===== src/rtl/cps_pkg.sv =====
package cps_pkg;

    localparam int SLOTS    = 24;
    localparam int TAG_BITS = 16;
    localparam int HANDLE_W = 5;
    localparam int TAG_IN_W = 16;

    localparam logic [1:0] ACT_BEGIN = 2'd0;
    localparam logic [1:0] ACT_END   = 2'd1;

    localparam logic [1:0] STAT_OK    = 2'd0;
    localparam logic [1:0] STAT_FULL  = 2'd1;
    localparam logic [1:0] STAT_RANGE = 2'd2;
    localparam logic [1:0] STAT_IDLE  = 2'd3;

    typedef struct packed {
        logic        used;
        logic        running;
        logic [31:0] start;
        logic [31:0] calls;
        logic [63:0] total;
        logic [31:0] shortest;
        logic [31:0] longest;
    } slot_stats_t;

    typedef struct packed {
        logic                search;
        logic                is_begin;
        logic                any_match;
        logic [HANDLE_W-1:0] handle;
        logic [TAG_BITS-1:0] tag;
        logic                wr_en;
        logic                wr_tag;
        slot_stats_t         wdata;
    } cell_cmd_t;

endpackage


===== src/rtl/cps_fold.sv =====
module cps_fold (
    input  cps_pkg::slot_stats_t cur,
    input  logic [31:0]          now,
    output cps_pkg::slot_stats_t folded
);
    import cps_pkg::*;

    logic [31:0] elapsed;

    assign elapsed = now - cur.start;

    always_comb
    begin
        folded          = cur;
        folded.running  = 1'b0;
        folded.calls    = cur.calls + 32'd1;
        folded.total    = cur.total + {32'd0, elapsed};
        folded.shortest = (elapsed < cur.shortest) ? elapsed : cur.shortest;
        folded.longest  = (elapsed > cur.longest) ? elapsed : cur.longest;
    end

endmodule


===== config.mk =====
export PLATFORM = sky130hd
export DESIGN_NAME = cps_fold
export DESIGN_NICKNAME = d
export VERILOG_FILES = /design/src/rtl/cps_pkg.sv /design/src/rtl/cps_fold.sv
export SDC_FILE = /design/constraint.sdc
export NUM_CORES = 1
export LEC_CHECK = 0
export BUFFER_PORTS_ARGS = -buffer_cell sky130_fd_sc_hd__buf_2
export CAP_MARGIN = 20
export CORE_AREA = 2 2 163 165
export DETAILED_ROUTE_END_ITERATION = 8
export DIE_AREA = 0 0 165 167
export PLACE_DENSITY = 0.68
export RECOVER_POWER = 100
export SETUP_SLACK_MARGIN = 0.05
export SLEW_MARGIN = 20
export SYNTH_ARGS = -nofsm -noshare
export SYNTH_HDL_FRONTEND = slang
export SYNTH_SLANG_ARGS = --single-unit
export TNS_END_PERCENT = 5

===== constraint.sdc =====
create_clock -name vclk -period 4.65
set_input_delay 0.2325 -clock vclk [all_inputs]
set_output_delay 0.2325 -clock vclk [all_outputs]
set_load 0.03 [all_outputs]

==> Yosys cells after proc, flatten, opt, wreduce, memory -nomap -nowiden <==
Cells that the tools add are included.
{ "op_classes": {"n_lt_le_gt_ge": 2, "n_addsub": 3, "muxes": 2} }
{ "op_table": {"columns": ["operator", "count"], "rows": [
  ["$add 64x32->64", 1],
  ["$mux 32", 2],
  ["$add 32x1->32 const B", 1],
  ["$gt 32x32->1", 1],
  ["$lt 32x32->1", 1],
  ["$sub 32x32->32", 1]
]} }
{ "word_totals": {"wordCells": 7, "register_bits": 0, "in_bits": 226} }

==> Logic depth before layout (Yosys ltp) <==
{ "depth": {"ltp_word": 3, "ltp_mapped": 24, "ltp_nobuf": 22} }

==> Least setup slack after synthesis <==
OpenSTA, ideal clock, no wires.
{ "synth_path": {"path_kind": "input -> output", "start": "input now[0]", "end": "output folded[59] (netlist bit)", "path_buffers": 1, "t_arrival_ps": 5089, "stages": 20, "setup_slack_ps": -671, "t_required_ps": 4418, "path_cell_list": "inv_1 ha_1 inv_1 fa_1 a21o_1 a221oi_4 a31oi_4 a2111oi_4 o41ai_2 a221o_1 a21oi_2 xnor2_1 ha_1 a21o_1 a21oi_1 nand2_1 a2111oi_0 a22oi_2 clkbuf_1 o311ai_1"} }
{ "synth_rtl": {"columns": ["element", "line", "source"], "rows": [
  ["from (decl)", "cps_fold.sv:3", "input logic [31:0] now,"],
  ["to (decl)", "cps_fold.sv:4", "output cps_pkg::slot_stats_t folded"]
]} }

==> impl_metrics.tcl <==
set metrics [dict create \
    hold_ws_ns 0.465 \
    netSwitchingPower_mw 2.47 \
    outcome "finished with violations" \
    slew_headroom_pct 55.2 \
    setup-violations-final 99 \
    layout-drive-gt1-share_pct 46.3 \
    drtPass1Iterations 5 \
    critPathMaxFanout 5 \
    max_freq_mhz 198 \
    seq_power_share_pct 0 \
    antenna_found_initial 12 \
    vdd_drop_max_uv 222 \
    nClkBuffers 0 \
    wl_per_cell_um 17.8 \
    io_buffer_count 416 \
    hold_class "in2out" \
    grt_pass1_wl_um 50200 \
    synth_most_common_cell "ha_1" \
    area_delta_synth_final_pct 74.1 \
    intPower_mw 1.82 \
    multi_input_area_sq_um 7250 \
    finalHoldViolations 0 \
    arrival_ns 4.82 \
    final.fill_count 2597 \
    chipHeight_um 167 \
    fp.dieW_um 165 \
    p_clk_share_pct 0 \
    initial_core_util_pct 27.4 \
    post-route-period-util_pct 109 \
    layout_min_cycle_time_ns 5.06 \
    synth_seq_area_share_pct 0 \
    place_hpwl_um 30300 \
    worst-endpoint-required_ns 4.42 \
    viasPerCell 5.02 \
    syn_area_sq_um 7060 \
    rsz0062_at_grt "true" \
    core_sq_um 25800 \
    crit_path_end_kind "primary output" \
    fp-row-count 59 \
    synth_cell_types 68 \
    final_nets 1946 \
    grt_max_degree 23 \
    synthTopCellsByCount "129 x ha_1, 113 x inv_1, 87 x nand2_1, 70 x a21oi_1, 62 x xor2_1" \
    routed_wl_um 34400 \
    placed_cell_area_sq_um 11300 \
    io_pins 420 \
    fin_tns_setup_ns -25.32 \
    synth-warning-count 0 \
    first_iter_violations 444 \
    crit_type "in2out" \
    p_total_mw 4.30 \
    failed_checks "setup timing" \
    overflow 0 \
    power.density_nw_per_um2 349 \
    swShare_pct 57.6 \
    fin_ws_ns -0.407 \
    grtUsageTotal_pct 23.3 \
    min_path_cells 0 \
    cap_violations 0 \
    p_leak_nw 6.40 \
    dpl.cell_count 1902 \
    avgSynthCellArea_sq_um 7.05 \
    vias 9685 \
    grt_pass1_vias 9727 \
    stdcell_area_sq_um 12300 \
    drcViolationCount 0 \
    synth_top_cell_area_share_pct 22.9 \
    synth_top_area_cell "ha_1" \
    place.gp.congestion 0.918 \
    flops_and_latches 0 \
    crit_path_start_kind "input port" \
    seq_area_sq_um 0 \
    syn_inst 1001 \
    p_comb_share_pct 100.0 \
    tightestPinTransition_ns 0.673 \
    final_antenna_net_count 0 \
    syn_nets 1358 \
    synth.area.top_cells "ha_1 23%, xor2_1 7.7%, xnor2_1 7.4%, inv_1 6.0%, a21o_1 5.5%" \
    dieArea_sq_um 27600 \
    stdcell_count 1928 \
    finalMaxSlewViolations 0 \
]
[timing repair]
item / CTS / global route
endpoints found under the setup margin: 105 / 112
hold buffers: 0 / 0
setup buffers: 15 / 4
cloned: 1 / 0
pin swaps: 30 / 33
resized for setup: 83 / 180
[power by group through the flow]
stage	clock network (mW)	logic (mW)	registers (mW)
after floorplan	0	2.38	0
after global routing	0.0000000576	4.60	0
after detailed placement	0	3.85	0
after global placement	0	3.82	0
after CTS	0	4.10	0
final	0.000000173	4.30	0
[kinds of logic (layout without fill, tap and decap cells)]
| kind of cell | after synthesis | after routing | share of synthesized area (%) |
|---|---|---|---|
| xor gates and xnor gates | 122 | 122 | 15.1 |
| other | 1 | 7 | 0.0531 |
| adders and majority gates | 131 | 131 | 23.4 |
| and+or+nand+nor | 276 | 276 | 19.5 |
| buffers and inverters | 169 | 755 | 10.9 |
| muxes | 37 | 37 | 5.85 |
| AOI/OAI and AO/OA | 265 | 265 | 25.1 |
[worst max-delay path: stages]
cell	delay (ns)
buf_8	0.11
inv_12	0.04
ha_4	0.11
inv_2	0.04
fa_2	0.35
a21o_1	0.22
a221oi_4	0.32
a31oi_4	0.16
buf_4	0.19
nand3_2	0.09
o21ba_4	0.15
inv_2	0.04
a311oi_2	0.34
xnor2_2	0.18
buf_4	0.17
ha_1	0.28
a21o_1	0.18
a21oi_2	0.13
nor2_1	0.08
a2111oi_4	0.35
a22oi_2	0.15
buf_12	0.17
mux2_4	0.29
a311o_2	0.32
buf_6	0.14
[cells in the final DEF, fill, tap and decap left out, types with 7 or more instances in the layout]
cell	Yosys	routed
xnor2_2	0	9
o21ai_1	16	12
o21ai_0	46	26
buf_4	34	235
ha_1	129	122
xor2_1	62	37
a21oi_1	70	62
o21ai_2	1	25
a21o_1	52	52
mux2_2	14	9
nor2_1	49	42
and3_1	13	13
buf_12	0	9
inv_1	113	111
a21oi_2	1	8
buf_2	5	267
xor2_2	0	25
nand2_2	0	7
clkbuf_1	15	77
buf_6	0	45
xnor2_1	60	51
nand4_1	30	30
nand3_1	30	29
o21a_1	10	10
nand2_1	87	80
nor3_1	15	12
mux2_1	20	13
mux2_4	0	12
[layout make-up]
class                           instances  share of cell area, %
Multi-Input combinational cell        832                   59.0
Inverter                              115                   3.68
Tap cell                              335                   3.41
Antenna cell                            6                  0.122
Timing Repair Buffer                  640                   33.8
[worst paths after layout]
kind	to	slack (ns)	startpoint
hold / removal	folded[193]	0.47	cur[193]
setup / recovery	folded[63]	-0.41	now[0]
[per-layer routing]
metal / global-route usage, % / up-vias / share of wire, %
met2: 45.4 / 395 / 52
met4: 9.60 / 14 / 4.6
li1: - / 4729 / -
met1: 23.6 / 4458 / 35
met3: 4.56 / 89 / 7.2
met5: 0 / - / 0.26
[metrics by stage]
stage	util, %	worst slack [ns]
global route	47.7	-0.623
floorplan	-	-0.0284
detailed placement	44.0	-0.730
global placement	44.0	-0.570
CTS	45.9	-0.429
finish	47.7	-0.407
(Power assumes the default switching activity.)
