<file path="src/rtl/cps_pkg.sv">
package cps_pkg;

    localparam int SLOTS    = 24;
    localparam int TAG_BITS = 16;
    localparam int HANDLE_W = 5;
    localparam int TAG_IN_W = 16;

    localparam logic [1:0] ACT_BEGIN = 2'd0;
    localparam logic [1:0] ACT_END   = 2'd1;

    localparam logic [1:0] STAT_OK    = 2'd0;
    localparam logic [1:0] STAT_FULL  = 2'd1;
    localparam logic [1:0] STAT_RANGE = 2'd2;
    localparam logic [1:0] STAT_IDLE  = 2'd3;

    typedef struct packed {
        logic        used;
        logic        running;
        logic [31:0] start;
        logic [31:0] calls;
        logic [63:0] total;
        logic [31:0] shortest;
        logic [31:0] longest;
    } slot_stats_t;

    typedef struct packed {
        logic                search;
        logic                is_begin;
        logic                any_match;
        logic [HANDLE_W-1:0] handle;
        logic [TAG_BITS-1:0] tag;
        logic                wr_en;
        logic                wr_tag;
        slot_stats_t         wdata;
    } cell_cmd_t;

endpackage

</file>
<file path="src/rtl/cps_cell.sv">
module cps_cell (
    input  logic                          clk,
    input  logic                          rst_n,
    input  logic [cps_pkg::HANDLE_W-1:0]  idx,
    input  cps_pkg::cell_cmd_t            cmd,
    input  logic                          free_in,
    output logic                          free_out,
    output logic                          match,
    output logic                          sel,
    output cps_pkg::slot_stats_t          stats
);
    import cps_pkg::*;

    logic                used_reg;
    logic                running_reg;
    logic [TAG_BITS-1:0] tag_reg;
    logic [31:0]         start_reg;
    logic [31:0]         calls_reg;
    logic [63:0]         total_reg;
    logic [31:0]         shortest_reg;
    logic [31:0]         longest_reg;
    logic                match_reg;
    logic                take_reg;
    logic                match_next;
    logic                take_next;

    // Free-slot priority ripples from cell 0 upward.
    assign free_out   = free_in | ~used_reg;
    assign take_next  = ~used_reg & ~free_in;
    assign match_next = used_reg && (tag_reg == cmd.tag);

    assign match = match_reg;
    assign sel   = cmd.is_begin ? (cmd.any_match ? match_reg : take_reg)
                                : (cmd.handle == idx);

    assign stats.used     = used_reg;
    assign stats.running  = running_reg;
    assign stats.start    = start_reg;
    assign stats.calls    = calls_reg;
    assign stats.total    = total_reg;
    assign stats.shortest = shortest_reg;
    assign stats.longest  = longest_reg;

    always_ff @(posedge clk or negedge rst_n)
    begin
        if (!rst_n)
        begin
            used_reg     <= 1'b0;
            running_reg  <= 1'b0;
            tag_reg      <= '0;
            calls_reg    <= '0;
            total_reg    <= '0;
            shortest_reg <= '1;
            longest_reg  <= '0;
            match_reg    <= 1'b0;
            take_reg     <= 1'b0;
        end
        else
        begin
            if (cmd.search)
            begin
                match_reg <= match_next;
                take_reg  <= take_next;
            end
            if (cmd.wr_en && sel)
            begin
                used_reg     <= cmd.wdata.used;
                running_reg  <= cmd.wdata.running;
                calls_reg    <= cmd.wdata.calls;
                total_reg    <= cmd.wdata.total;
                shortest_reg <= cmd.wdata.shortest;
                longest_reg  <= cmd.wdata.longest;
                if (cmd.wr_tag)
                begin
                    tag_reg <= cmd.tag;
                end
            end
        end
    end

    // Start stamp is only read while running, and begin writes it first.
    always_ff @(posedge clk)
    begin
        if (cmd.wr_en && sel)
        begin
            start_reg <= cmd.wdata.start;
        end
    end

endmodule

</file>
<file path="config.mk">
export PLATFORM = sky130hd
export DESIGN_NAME = cps_cell
export DESIGN_NICKNAME = d
export VERILOG_FILES = /design/src/rtl/cps_pkg.sv /design/src/rtl/cps_cell.sv
export SDC_FILE = /design/constraint.sdc
export NUM_CORES = 1
export LEC_CHECK = 0
export BUFFER_PORTS_ARGS = -buffer_cell sky130_fd_sc_hd__buf_4
export CORE_AREA = 2 2 165 167
export CTS_CLUSTER_DIAMETER = 100
export DETAILED_ROUTE_END_ITERATION = 12
export DIE_AREA = 0 0 167 169
export PLACE_DENSITY = 0.58
export SETUP_SLACK_MARGIN = 0.05
export SLEW_MARGIN = 20
export SYNTH_ARGS = -nofsm -noshare
export SYNTH_HDL_FRONTEND = slang
export SYNTH_SLANG_ARGS = --single-unit
</file>
<file path="constraint.sdc">
create_clock -name clk -period 4.5 [get_ports clk]
set_input_delay 0 -clock clk [delete_from_list [all_inputs] [get_ports clk]]
set_output_delay 0 -clock clk [all_outputs]
set_load 0.05 [all_outputs]
</file>
; ---- Word level (Yosys, flattened, before mapping)
; Cells that the tools add are included.
[totals]
regBits = 212
wordCells = 21
[op_classes]
eq_ne = 2
muxes = 2
bitwise = 4
n_reduce_logical = 3
[op_table]
columns = op, count
row1 = $eq 16x16->1, 1
row2 = $eq 5x5->1, 1
row3 = $logic_and 1x1->1, 2
row4 = $mux 1, 2
row5 = $not 1->1, 2
row6 = $reduce_and 2->1, 1
row7 = $and 1x1->1, 1
row8 = $or 1x1->1, 1

; ---- Depth between registers and ports, before layout
[depth]
ltp_word = 4
depth_mapped = 6
depth_no_buf = 4

; ---- Worst setup path after synthesis
; OpenSTA, ideal clock, no wires.
[synth_timing]
path_kind = register to register
startpoint = register match_reg, in the netlist match
endpoint = register start_reg[0], enable pin
arrival_time_ps = 2727
slack_ps = 1352
path_stages_with_launch = 6
path_cell_list = dfrtp_1 -> mux2_2 -> a2bb2oi_1 -> clkbuf_1 -> clkbuf_1 -> nor2_1
[synth_via]
elab_chain_cells = 3
[synth_rtl]
columns = element, line
row1 = start: declaration, cps_cell.sv:22  ; logic match_reg;
row2 = start signal: assignment, cps_cell.sv:62  ; match_reg <= match_next;
row3 = $mux 1 (2 in a row), cps_cell.sv:33  ; assign sel = cmd.is_begin ? (cmd.any_match ? match_reg : take_reg)
row4 = $logic_and 1x1->1, cps_cell.sv:84  ; if (cmd.wr_en && sel)
row5 = end signal: assignment, cps_cell.sv:86  ; start_reg <= cmd.wdata.start;
row6 = end: declaration, cps_cell.sv:17  ; logic [31:0] start_reg;
; No other way between the ends.
; A chain may end at the register's enable or synchronous reset.

; ---- Worst setup path in the final report
[layout_timing]
startpoint = register match_reg, in the netlist match
endpoint = output port sel
[layout_via]
elab_chain_cells = 2
[layout_rtl]
columns = element, line
row1 = $mux 1 (2 in a row), cps_cell.sv:33
row2 = end: declaration, cps_cell.sv:9  ; output logic sel,
; No other way between the ends.

==> flow_metrics.py <==
metrics = {
    "final_layout": {
        "final_common_cell": "buf_4",
        "largest_reg_flops": 64,
        "fillers": 2227,
        "syn_to_final_growth_pct": 74.27,
        "drive_gt1_share_pct": 35.93,
        "diodes": 0,
        "layout.nets": 1660,
        "fin_util_pct": 56.64,
        "layout_common_cells": "buf_4 (427), nand2_1 (326), dlygate4sd3_1 (214), o22ai_1 (163), dfrtp_1 (148)",
    },
    "logic_synthesis": {
        "ys_seq_elements": 212,
        "ys_seq_area_share_pct": 63.92,
        "syn_avg_cell_area_um2": 10.34,
        "syn_inst": 833,
        "ys_types": 26,
        "yosysWarnings": 0,
        "synthesis.area_um2": 8613,
        "syn-num-nets": 1061,
    },
    "worst_setup_path": {
        "crit_type": "reg2out",
        "cp-startpoint": "match$_DFFE_PN0P_",
        "reg2reg_from": "match$_DFFE_PN0P_",
        "end_kind": "output pin",
        "crit_chain": "mux2_2 -> a2bb2oi_4 -> buf_4 -> inv_1 -> buf_4",
        "worstPathArrival_ns": 2.21,
        "reg2regPathDepth": 4,
        "cp.required_ns": 4.50,
        "worst_setup_path_start_kind": "register",
        "critPathMaxStageDelay_ns": 0.43,
        "reg2reg_slack_ns": 2.29,
        "cpMostUsedCell": "buf_4",
        "crit_slowest_cell": "buf_4",
        "rr_endpoint": "tag_reg[4]$_DFFE_PN0P_",
        "path_max_fanout": 40,
        "crit_path_end": "sel",
    },
    "clock_tree": {
        "htreeDepth": 1,
        "cts_resized": 0,
        "clock_latency_ns": 0.52,
        "cts_root_buffer": "clkbuf_16",
        "cts_hold_buf": 214,
        "cts_tree": "done",
        "numCtsBuffers": 25,
        "clockBufferDepth": 3,
        "clock-sinks": 212,
        "clkTransAtPathRegs_ns": 0.06,
        "cts_setup_buffers": 0,
    },
    "die": {
        "start_util_pct": 32.50,
        "pin_count": 425,
        "coreArea_um2": 26500,
        "die_w_um": 167,
        "die_y_um": 169,
        "dieArea_um2": 28220,
        "fp-row-count": 60,
    },
    "global_routing": {
        "use_met3_pct": 5.448,
        "grt_max_degree": 127,
        "track_usage_pct": 21.44,
        "busiest_layer": "met2",
        "grt_overflow": 0,
        "grt_use_met1_pct": 27.60,
        "grt_pass1_wl_mm": 49.21,
        "grt_pass1_vias": 8946,
        "antenna_found_initial": 0,
        "met2_usage_pct": 34.85,
    },
    "pwr": {
        "ir_drop_mv": 0.6096,
        "finalPower_mw": 10.49,
        "p_leak_nw": 7.219,
        "pwr_density_cell_nw_per_um2": 699.0,
    },
    "route": {
        "drt_pass1_iterations": 4,
        "vias": 8650,
        "drt_iter0_drc": 585,
        "ant_nets": 0,
        "drc": 0,
        "drt_wl_total_mm": 31.73,
        "avgRoutedWirePerCell_um": 17.72,
        "viasPerCell": 4.830,
    },
    "timing": {
        "finalSetupViolCount": 0,
        "max_slew_margin_pct": 31.92,
        "hold_violations": 0,
        "tightest_slew_ns": 1.021,
        "finalCriticalPeriod_ns": 2.213,
        "setup_tns_ns": 0,
        "rsz0062_at_grt": "no",
        "fmaxAchievable_mhz": 451.8,
        "slew_viol_final": 0,
        "finalCritPeriodShare_pct": 49.18,
        "fin_skew_ns": 0.01695,
    },
    "run_status": {
        "status": "finished clean",
    },
    "placed_design": {
        "port_buffers": 424,
        "place_congestion": 0.7660,
        "dp_hpwl_mm": 19.31,
    },
    "min_path": {
        "hp-start": "cmd[195]",
        "hold_path_class": "in2reg",
    },
    "job": {
        "max_cap_viol_count": 0,
    },
}
## power by group
group | switching [mW] | total, mW | internal [mW]
Clock | 0.781 | 2.02 | 1.24
Sequential | 0.459 | 3.27 | 2.81
Combinational | 3.57 | 5.20 | 1.63
Total | 4.81 | 10.5 | 5.68
## critical path, delay by kind of cell, from the launching register on
kind,cells,cell delay (ns)
muxes,1,0.36
DFF,1,0.39
buffers and inverters,3,0.74
AOI/OAI and AO/OA,1,0.21
## kinds of logic (layout without fill, tap and decap cells)
group | after synthesis | count (layout) | share of synthesized area [%]
buffers and inverters | 77 | 694 | 3.849
multiplexers | 18 | 18 | 2.789
XOR/XNOR | 21 | 21 | 2.135
AO/OA/AOI/OAI | 165 | 165 | 12.04
AND/OR/NAND/NOR | 340 | 340 | 15.27
flip-flops | 212 | 212 | 63.92
## cells in the mapped netlist
library cell,instances,area (um^2)
or4_4,1,11.26
nand3_1,2,10.01
a2bb2oi_1,1,8.760
xor2_1,18,157.7
nor2_1,2,7.510
buf_4,2,15.01
nor4_1,3,18.77
buf_12,1,20.02
xnor2_1,3,26.28
dfstp_2,32,840.8
clkbuf_1,61,229.0
nor3_1,1,5.000
o22ai_1,163,1020
nand4_1,1,6.260
mux2_2,8,90.09
buf_2,9,45.04
mux2_4,10,150.1
nor3_4,1,16.27
buf_6,1,11.26
inv_1,3,11.26
and2_1,1,6.260
o31a_1,1,8.760
nand2_1,327,1227
nand2b_1,1,6.260
edfxtp_1,32,960.9
dfrtp_1,148,3704
## worst min path at each step
stage	to	slack (ns)	cells after the start
detailed placement	longest_reg[2]$_DFFE_PN0P_	0.14	1
CTS	shortest_reg[10]$_DFFE_PN1P_	0.10	3
floorplan	calls_reg[0]$_DFFE_PN0P_	-0.30	0
finish	shortest_reg[3]$_DFFE_PN1P_	0.13	3
global route	shortest_reg[10]$_DFFE_PN1P_	0.17	3
global placement	total_reg[16]$_DFFE_PN0P_	0.15	1
## layer usage
metal	vias up	wire, um	share of wire (%)
met5	-	0	0
met4	0	1162	3.7
met3	69	2553	8.0
met2	383	15230	48
met1	4141	12790	40
li1	4057	-	-
## per-stage QoR
stage / cells / setup slack, ns / hold WS [ns] / cell area, um^2
floorplan: 833 / 1.352 / -0.2956 / 8613
global route: 1791 / 2.163 / 0.1705 / 15010
finish: 1791 / 2.287 / 0.1299 / 15010
CTS: 1791 / 2.252 / 0.1033 / 15010
detailed placement: 1532 / 2.197 / 0.1364 / 12050
global placement: 1532 / 1.938 / 0.1463 / 12040
## final cells by class
cell class | instances | area [um^2] | area share, %
inverter | 3 | 11.26 | 0.07502
multi-input combinational | 544 | 2813 | 18.74
timing repair buffer | 646 | 5439 | 36.23
clock inverter | 9 | 118.9 | 0.7919
sequential | 212 | 5505 | 36.68
tap | 341 | 426.7 | 2.842
clock buffer | 36 | 696.9 | 4.643
No activity file was read; power rests on OpenSTA's default activity.
